<file path="src/hdl/alpe_pkg.sv">
package alpe_pkg;

    // Bus and pixel geometry.
    localparam int APB_ADDR_W = 3;
    localparam int APB_DATA_W = 32;
    localparam int BITS_PER_PIXEL = 24;
    localparam int BIT_CNT_W = $clog2(BITS_PER_PIXEL);

    // Register map: register index is taken from the word address.
    localparam logic REG_ONE_SYMBOL  = 1'b0;
    localparam logic REG_ZERO_SYMBOL = 1'b1;

    localparam logic [7:0] ONE_SYMBOL_RESET  = 8'd240;
    localparam logic [7:0] ZERO_SYMBOL_RESET = 8'd192;

    // Named colour codes; codes 8 to 15 are unknown.
    typedef enum logic [3:0] {
        COLOR_RED    = 4'd0,
        COLOR_GREEN  = 4'd1,
        COLOR_BLUE   = 4'd2,
        COLOR_WHITE  = 4'd3,
        COLOR_YELLOW = 4'd4,
        COLOR_VIOLET = 4'd5,
        COLOR_ORANGE = 4'd6,
        COLOR_BLACK  = 4'd7
    } color_code_t;

    localparam logic ACTION_NAMED = 1'b0;
    localparam logic ACTION_RAW   = 1'b1;

    // Input beat: one pixel.
    typedef struct packed {
        logic       action;
        logic [3:0] color_code;
        logic [7:0] brightness;
        logic [7:0] red_level;
        logic [7:0] green_level;
        logic [7:0] blue_level;
    } pixel_in_t;

    // Output beat: one SPI symbol.
    typedef struct packed {
        logic [7:0] spi_symbol;
        logic       last_symbol;
    } symbol_out_t;

    // Colour map result: green, red, blue in sending order.
    typedef struct packed {
        logic                      known;
        logic [BITS_PER_PIXEL-1:0] grb;
    } pixel_map_t;

endpackage

</file>
<file path="src/hdl/alpe_color_map.sv">
module alpe_color_map (
    input  alpe_pkg::pixel_in_t  pixel,
    output alpe_pkg::pixel_map_t map
);
    import alpe_pkg::*;

    logic [7:0] bri;

    assign bri = pixel.brightness;

    // Turn a named colour or a raw pixel into the green, red, blue word.
    always_comb
    begin
        map.known = 1'b1;
        map.grb   = '0;
        if (pixel.action == ACTION_RAW)
        begin
            map.grb = {pixel.green_level, pixel.red_level, pixel.blue_level};
        end
        else
        begin
            case (color_code_t'(pixel.color_code))
                COLOR_RED:    map.grb = {8'd0, bri, 8'd0};
                COLOR_GREEN:  map.grb = {bri, 8'd0, 8'd0};
                COLOR_BLUE:   map.grb = {8'd0, 8'd0, bri};
                COLOR_WHITE:  map.grb = {bri, bri, bri};
                COLOR_YELLOW: map.grb = {bri, bri, 8'd0};
                COLOR_VIOLET: map.grb = {8'd0, bri, bri};
                COLOR_ORANGE: map.grb = {{1'b0, bri[7:1]}, bri, 8'd0};
                COLOR_BLACK:  map.grb = '0;
                default:      map.known = 1'b0;
            endcase
        end
    end

endmodule

</file>
<file path="src/hdl/addressable_led_pixel_encoder_top.sv">
// Addressable LED pixel encoder.
//
// Pixel channel (pixel_valid / pixel_ready / pixel): each beat is one pixel,
// either a named colour with a brightness or raw red, green and blue levels.
// Symbol channel (symbol_valid / symbol_ready / symbol): each beat is one SPI
// byte standing for one LED data bit, green then red then blue, most
// significant bit first. The 24th symbol of a pixel has last_symbol set.
// A pixel with an unknown colour code is taken and produces nothing.
//
// The pixel beat loads the shift register, and the first symbol is then
// registered in the symbol register, from which it is offered.
// Throughput: one symbol per cycle while the receiver takes them; the pixel
// shift register is the limit, and it takes the next pixel in the same cycle
// as it hands over its last bit, so pixels stream without gaps.
// A stalled receiver holds the symbol register and the shift register; the
// pixel channel then stalls once the shift register is busy.
// Reset empties both registers and loads the symbol bytes 240 and 192; the
// APB registers may be rewritten while the block is idle.
module addressable_led_pixel_encoder_top (
    input  logic                                clk,
    input  logic                                rst_n,
    input  logic                                pixel_valid,
    output logic                                pixel_ready,
    input  alpe_pkg::pixel_in_t                 pixel,
    output logic                                symbol_valid,
    input  logic                                symbol_ready,
    output alpe_pkg::symbol_out_t               symbol,
    input  logic                                psel,
    input  logic                                penable,
    input  logic                                pwrite,
    input  logic [alpe_pkg::APB_ADDR_W-1:0]     paddr,
    input  logic [alpe_pkg::APB_DATA_W-1:0]     pwdata,
    output logic [alpe_pkg::APB_DATA_W-1:0]     prdata,
    output logic                                pready
);
    import alpe_pkg::*;

    localparam logic [BIT_CNT_W-1:0] LAST_BIT = BIT_CNT_W'(BITS_PER_PIXEL - 1);

    logic [7:0]                one_symbol_reg;
    logic [7:0]                zero_symbol_reg;
    logic                      reg_sel;
    logic                      cfg_write;

    pixel_map_t                map;
    logic                      pix_valid_reg;
    logic                      pix_valid_next;
    logic [BITS_PER_PIXEL-1:0] grb_reg;
    logic [BITS_PER_PIXEL-1:0] grb_next;
    logic [BIT_CNT_W-1:0]      cnt_reg;
    logic [BIT_CNT_W-1:0]      cnt_next;
    logic                      out_valid_reg;
    logic                      out_valid_next;
    symbol_out_t               out_reg;
    symbol_out_t               out_next;

    logic                      accept;
    logic                      advance;
    logic                      last_bit;

    // Configuration registers over APB.
    assign pready    = 1'b1;
    assign reg_sel   = paddr[2];
    assign cfg_write = psel && penable && pwrite && pready;

    always_ff @(posedge clk or negedge rst_n)
    begin
        if (!rst_n)
        begin
            one_symbol_reg  <= ONE_SYMBOL_RESET;
            zero_symbol_reg <= ZERO_SYMBOL_RESET;
        end
        else if (cfg_write)
        begin
            if (reg_sel == REG_ONE_SYMBOL)
            begin
                one_symbol_reg <= pwdata[7:0];
            end
            else
            begin
                zero_symbol_reg <= pwdata[7:0];
            end
        end
    end

    always_comb
    begin
        case (reg_sel)
            REG_ONE_SYMBOL:  prdata = {(APB_DATA_W - 8)'(0), one_symbol_reg};
            REG_ZERO_SYMBOL: prdata = {(APB_DATA_W - 8)'(0), zero_symbol_reg};
            default:         prdata = '0;
        endcase
    end

    // Colour mapping ahead of the shift register.
    alpe_color_map u_map (
        .pixel (pixel),
        .map   (map)
    );

    // Handshake: shift one bit out whenever the symbol register can take it.
    assign last_bit     = (cnt_reg == LAST_BIT);
    assign advance      = pix_valid_reg && (!out_valid_reg || symbol_ready);
    assign pixel_ready  = !pix_valid_reg || (advance && last_bit);
    assign accept       = pixel_valid && pixel_ready;
    assign symbol_valid = out_valid_reg;
    assign symbol       = out_reg;

    // Next state of the shift register and the symbol register.
    always_comb
    begin
        pix_valid_next = pix_valid_reg;
        grb_next       = grb_reg;
        cnt_next       = cnt_reg;
        out_valid_next = out_valid_reg;
        out_next       = out_reg;

        if (advance)
        begin
            out_valid_next       = 1'b1;
            out_next.spi_symbol  = grb_reg[BITS_PER_PIXEL-1] ? one_symbol_reg
                                                             : zero_symbol_reg;
            out_next.last_symbol = last_bit;
            grb_next             = {grb_reg[BITS_PER_PIXEL-2:0], 1'b0};
            cnt_next             = cnt_reg + 1'b1;
            if (last_bit)
            begin
                pix_valid_next = 1'b0;
            end
        end
        else if (symbol_ready)
        begin
            out_valid_next = 1'b0;
        end

        if (accept)
        begin
            pix_valid_next = map.known;
            grb_next       = map.grb;
            cnt_next       = '0;
        end
    end

    always_ff @(posedge clk or negedge rst_n)
    begin
        if (!rst_n)
        begin
            pix_valid_reg <= 1'b0;
            out_valid_reg <= 1'b0;
            cnt_reg       <= '0;
        end
        else
        begin
            pix_valid_reg <= pix_valid_next;
            out_valid_reg <= out_valid_next;
            cnt_reg       <= cnt_next;
        end
    end

    always_ff @(posedge clk)
    begin
        grb_reg <= grb_next;
        out_reg <= out_next;
    end

endmodule

</file>
<file path="config.mk">
export PLATFORM = sky130hd
export DESIGN_NAME = addressable_led_pixel_encoder_top
export DESIGN_NICKNAME = d
export VERILOG_FILES = /design/src/hdl/alpe_pkg.sv /design/src/hdl/alpe_color_map.sv /design/src/hdl/addressable_led_pixel_encoder_top.sv
export SDC_FILE = /design/constraint.sdc
export NUM_CORES = 1
export LEC_CHECK = 0
export BUFFER_PORTS_ARGS = -buffer_cell sky130_fd_sc_hd__buf_2
export CAP_MARGIN = 40
export CORE_MARGIN = 3
export CORE_UTILIZATION = 32
export DETAILED_ROUTE_END_ITERATION = 8
export PLACE_DENSITY = 0.64
export SLEW_MARGIN = 30
export SYNTH_ARGS = -nofsm -noshare
export SYNTH_HDL_FRONTEND = slang
export SYNTH_SLANG_ARGS = --single-unit
</file>
<file path="constraint.sdc">
create_clock -name clk -period 6.46 [get_ports clk]
set_input_delay 1.292 -clock clk [delete_from_list [all_inputs] [get_ports clk]]
set_output_delay 1.292 -clock clk [all_outputs]
set_load 0.02 [all_outputs]
</file>
Word level (Yosys, flattened, before mapping)
Index checks and enable logic that the tools add are counted.
{ "word_totals": {"regBits": 56, "out_inout_bits": 44} }
{ "classes": {"add_sub_neg": 1, "n_eq_ne": 8, "muxes": 15, "bitwise": 1, "reduce_logical": 17} }
{ "op_table": {"columns": ["operator", "count"], "rows": [
  ["$pmux 24 s7", 1],
  ["$mux 24", 3],
  ["$pmux 32 s2", 1],
  ["$eq 4x3->1 const B", 4],
  ["$mux 5", 2],
  ["$eq 4x2->1 const B", 2],
  ["$mux 8", 1],
  ["$reduce_or 8->1", 1],
  ["$mux 1", 7],
  ["$reduce_and 2->1", 3],
  ["$reduce_bool 2->1", 3],
  ["$add 5x1->5 const B", 1],
  ["$eq 5x5->1 const B", 1],
  ["$logic_and 1x1->1", 5],
  ["$eq 4x1->1 const B", 1],
  ["$logic_not 4->1", 1],
  ["$logic_not 1->1", 2],
  ["$logic_or 1x1->1", 2],
  ["$not 1->1", 1]
]} }

Longest topological paths before layout
{ "depth": {"word_depth": 8, "depth_mapped": 7, "depth_no_buf": 5} }

Modules after synthesis
A second synthesis with hierarchy kept.
{ "hier_totals": {"hier_cells": 283, "area_unflattened_um2": 3389.5} }
{ "by_module_without_submodules": {"columns": ["module", "instances", "cells_per_inst", "area_per_inst_um2"], "rows": [
  ["addressable_led_pixel_encoder_top", 1, 219, 2941.6],
  ["alpe_color_map", 1, 64, 447.9]
]} }

Worst setup path after synthesis
Ideal clock, no wire load.
{ "synth_path": {"kind": "input port to output port", "from": "input port paddr[2] (netlist name)", "to": "output port prdata[0] (netlist name)", "arrival_time_ns": 1.872, "setup_slack_ns": 3.296, "stages": 2, "path_buffers": 1, "path_cell_list": "buf_2 > mux2_2"} }
{ "synth_via": {"elab_chain_cells": 2} }
{ "synth_lines": {"columns": ["item", "line_no", "rtl"], "rows": [
  ["start, declared", "addressable_led_pixel_encoder_top.sv:31", "input logic [alpe_pkg::APB_ADDR_W-1:0] paddr,"],
  ["$not 1->1 (no source line)", null, null],
  ["$pmux 32 s2 (*)", "addressable_led_pixel_encoder_top.sv:88", "case (reg_sel)"],
  ["end, declared", "addressable_led_pixel_encoder_top.sv:33", "output logic [alpe_pkg::APB_DATA_W-1:0] prdata,"]
]} }
Mark *: on every way between the ends. The rest lies on a longest branch, timed or not. The select of a mux whose other input is x is not followed.

Final worst setup path
{ "layout_path": {"from": "input port paddr[2] (netlist name)", "to": "output port prdata[2] (netlist name)"} }
Same word-level chain as after synthesis.

==> impl_results.md <==
* Main synth FF type: edfxtp_1
* Status: finished, final reports clean
* DRC at 0
* Mapped Cells at 257
* Yosys warning total at 0
* Clk_skew at 0.0104 ns
* All-Layer GR Usage at 12.4%
* Clock tree from TritonCTS: built
* DP Wirelength at 4760 µm
* Placed cell count at 442
* Final worst path period need at 3.36 ns
* Worst path buffer plus inverter count at 2
* Post-CTS Setup Bufs at 0
* Cell leakage power at 1.49 nW
* CP Launch Type: primary input
* Vias at 2184
* Number of global-route vias before repair at 2146
* RSZ-0062 raised after global routing: no
* Post-synth ARST share at 41.1%
* Clk buf depth at 2
* CTS buffer count at 5
* Hold Buf Count CTS at 0
* CTS clk-pin slew, worst paths at 0.11 ns
* Setup-failing EPs final at 0
* Final period util at roughly 52%
* # resized after CTS at 0
* Combinational cell fraction of total power at 26.1%
* Final hold violation count at 0
* Total power at 0.977 mW
* N_diodes at 0
* H-tree depth at 2
* # IOs at 123
* Die area at 10800 µm²
* P_sw at between 0.3 and 0.4 mW
* Clock sink count at between 50 and 60
* Die W at between 100 and 150 µm
* Site Rows at 35
* Core area at between 9000 and 10000 µm²
* CP endpoint kind: output pin
* Largest net degree at the start of global routing at 30
* Avg Cell Area, Syn at approximately 12 µm²
* Initial antenna violation count at 0
* Post-route ant nets at 0
* Starting DRT DRC Count at 83
* CP required at approximately 5.2 ns
* Synth Register Bits at 56
* First-pass iteration count of the detailed router at 4
* Slew HR at 52.2%
* CTS Root Cell: clkbuf_8
* Crit path largest cell delay at 0.38 ns
* Vias per cell at just under 5
* Commonest non-fill, non-tap cell in the layout: buf_2
* Synth cell types at 45
* Critical-path cell list: buf_2, mux2_2, buf_2
* Most used cell, CP: buf_2
* GRT Residual Overflow at 0
* Register share of total power at 53.2%
* CP top delay family: buffers and inverters
* Min-Delay Path Class: reg2reg
* Critical-path maximum fanout at 10
* Clk pwr share at 20.6%
* WHS at 0.537 ns
* Fmax at 0.298 GHz
* Ratio of cells with drive above 1 in the final layout at 39.3%
* Avg WL per Cell at 14.7 µm
* Final non-filler cell total at 450
* Synthesized area at 3070 µm²
* Synthesis-to-layout area growth at 14.4%
* Max_cap viols at 0
* Total routed wirelength at 6620 µm
* Post-synthesis sequential area ratio at 51.3%
* Critical path class: in2out
* Max Slew Vio Count at 0
* Crit-path slowest cell: mux2_2
* DIE HEIGHT at 104 µm
* Setup TNS at 0 ns
* Clock Latency Late Sink at 0.32 ns
* Switching Share at 31.3%
* Max reg flops at 24
* Peak VDD IR at 114 µV
* Final net count at 400
* Slew @ Worst Pin at 0.718 ns
* Cell Pwr Density at approximately 280 nW/µm²
* Initial Util at about a third
* First-pass GRT wire length at 10900 µm
* Most frequent cells in the layout: buf_2 (71), mux2_2 (34), edfxtp_1 (33), nor2_1 (27), conb_1 (25)
* # port buffers at 71
* Arr. time, crit path at 2.07 ns
* Routability cong. at a little over 0.8
* P_int at roughly 0.67 mW
* EDFF count, synth at 33
final timing paths:
check / startpoint / end / slack, ns / cells past startpoint
setup reg to reg: cnt_reg[0]$_DFFE_PN0P_ / grb_reg[14]$_DFFE_PP_ / 4.00 / 4
hold / removal: one_symbol_reg[0]$_DFFE_PN0P_ / one_symbol_reg[0]$_DFFE_PN0P_ / 0.54 / 1
min in group asynchronous: rst_n / one_symbol_reg[1]$_DFFE_PN0P_ / 0.93 / 1
max in group asynchronous: rst_n / one_symbol_reg[6]$_DFFE_PN1P_ / 5.15 / 1
setup / recovery: paddr[2] / prdata[2] / 3.10 / 3
hold reg to reg: one_symbol_reg[0]$_DFFE_PN0P_ / one_symbol_reg[0]$_DFFE_PN0P_ / 0.54 / 1
logic make-up (layout without fill, tap and decap cells):
family	after synthesis	in the layout	synth area share, %
flip-flops	56	56	51.3
buffers and inverters	42	83	9.10
XOR/XNOR	5	5	1.43
adder cells (fa/ha/maj)	1	1	0.408
multiplexers	40	40	14.6
other	2	25	0.245
AO/OA/AOI/OAI	41	41	11.1
AND/OR/NAND/NOR	70	70	11.8
cells in the mapped netlist, drive strengths merged (5+ instances only):
cell type  count  area share, %
edfxtp        33             32
dfrtp         17             14
o21ai          6           0.98
a221oi         9            2.6
and3           8            1.6
buf           35            8.2
dfstp          6            5.1
a221o          6            2.0
mux2          35             13
mux2i          5            1.6
nand2         16            2.0
nor2          27            3.3
per-layer routing:
| metal | global-route usage, % | part of all wire [%] |
|---|---|---|
| met1 | 17.8 | 47 |
| met2 | 18.8 | 45 |
| met3 | 2.92 | 7.7 |
| met4 | 2.85 | 0.89 |
| met5 | 0 | 0 |
through the flow:
step	setup WS, ns	util (%)	area [µm²]
after floorplan	3.30	-	3150
after CTS	3.09	37.8	3510
after global routing	3.06	37.8	3510
after detailed placement	3.09	36.8	3410
final	3.10	37.8	3510
after global placement	2.74	36.6	3400
cell type report:
type / instances / area (µm²)
Clock buffer: 5 / 68.8
Tap cell: 129 / 161
Timing Repair Buffer: 72 / 367
Sequential cell: 56 / 1570
Fill cell: 956 / 5780
Inverter: 3 / 11.3
Multi-Input combinational cell: 182 / 1300
Clock inverter: 3 / 22.5
worst register-to-register path: cells and delay by family (launching register included):
kind	cells	cell delay [ns]
and+or+nand+nor	2	0.77
AOI/OAI and AO/OA	1	0.62
adders and majority gates	1	0.24
DFF	1	0.42
power groups by stage:
stage                     clock network (mW)  logic [mW]  registers (mW)
final                                  0.202       0.256           0.520
after global routing                   0.225       0.284           0.531
after global placement                     0       0.251           0.524
after CTS                              0.208       0.259           0.521
after detailed placement                   0       0.257           0.528
after floorplan                            0       0.188           0.528
Power figures use the tool's default switching activity.
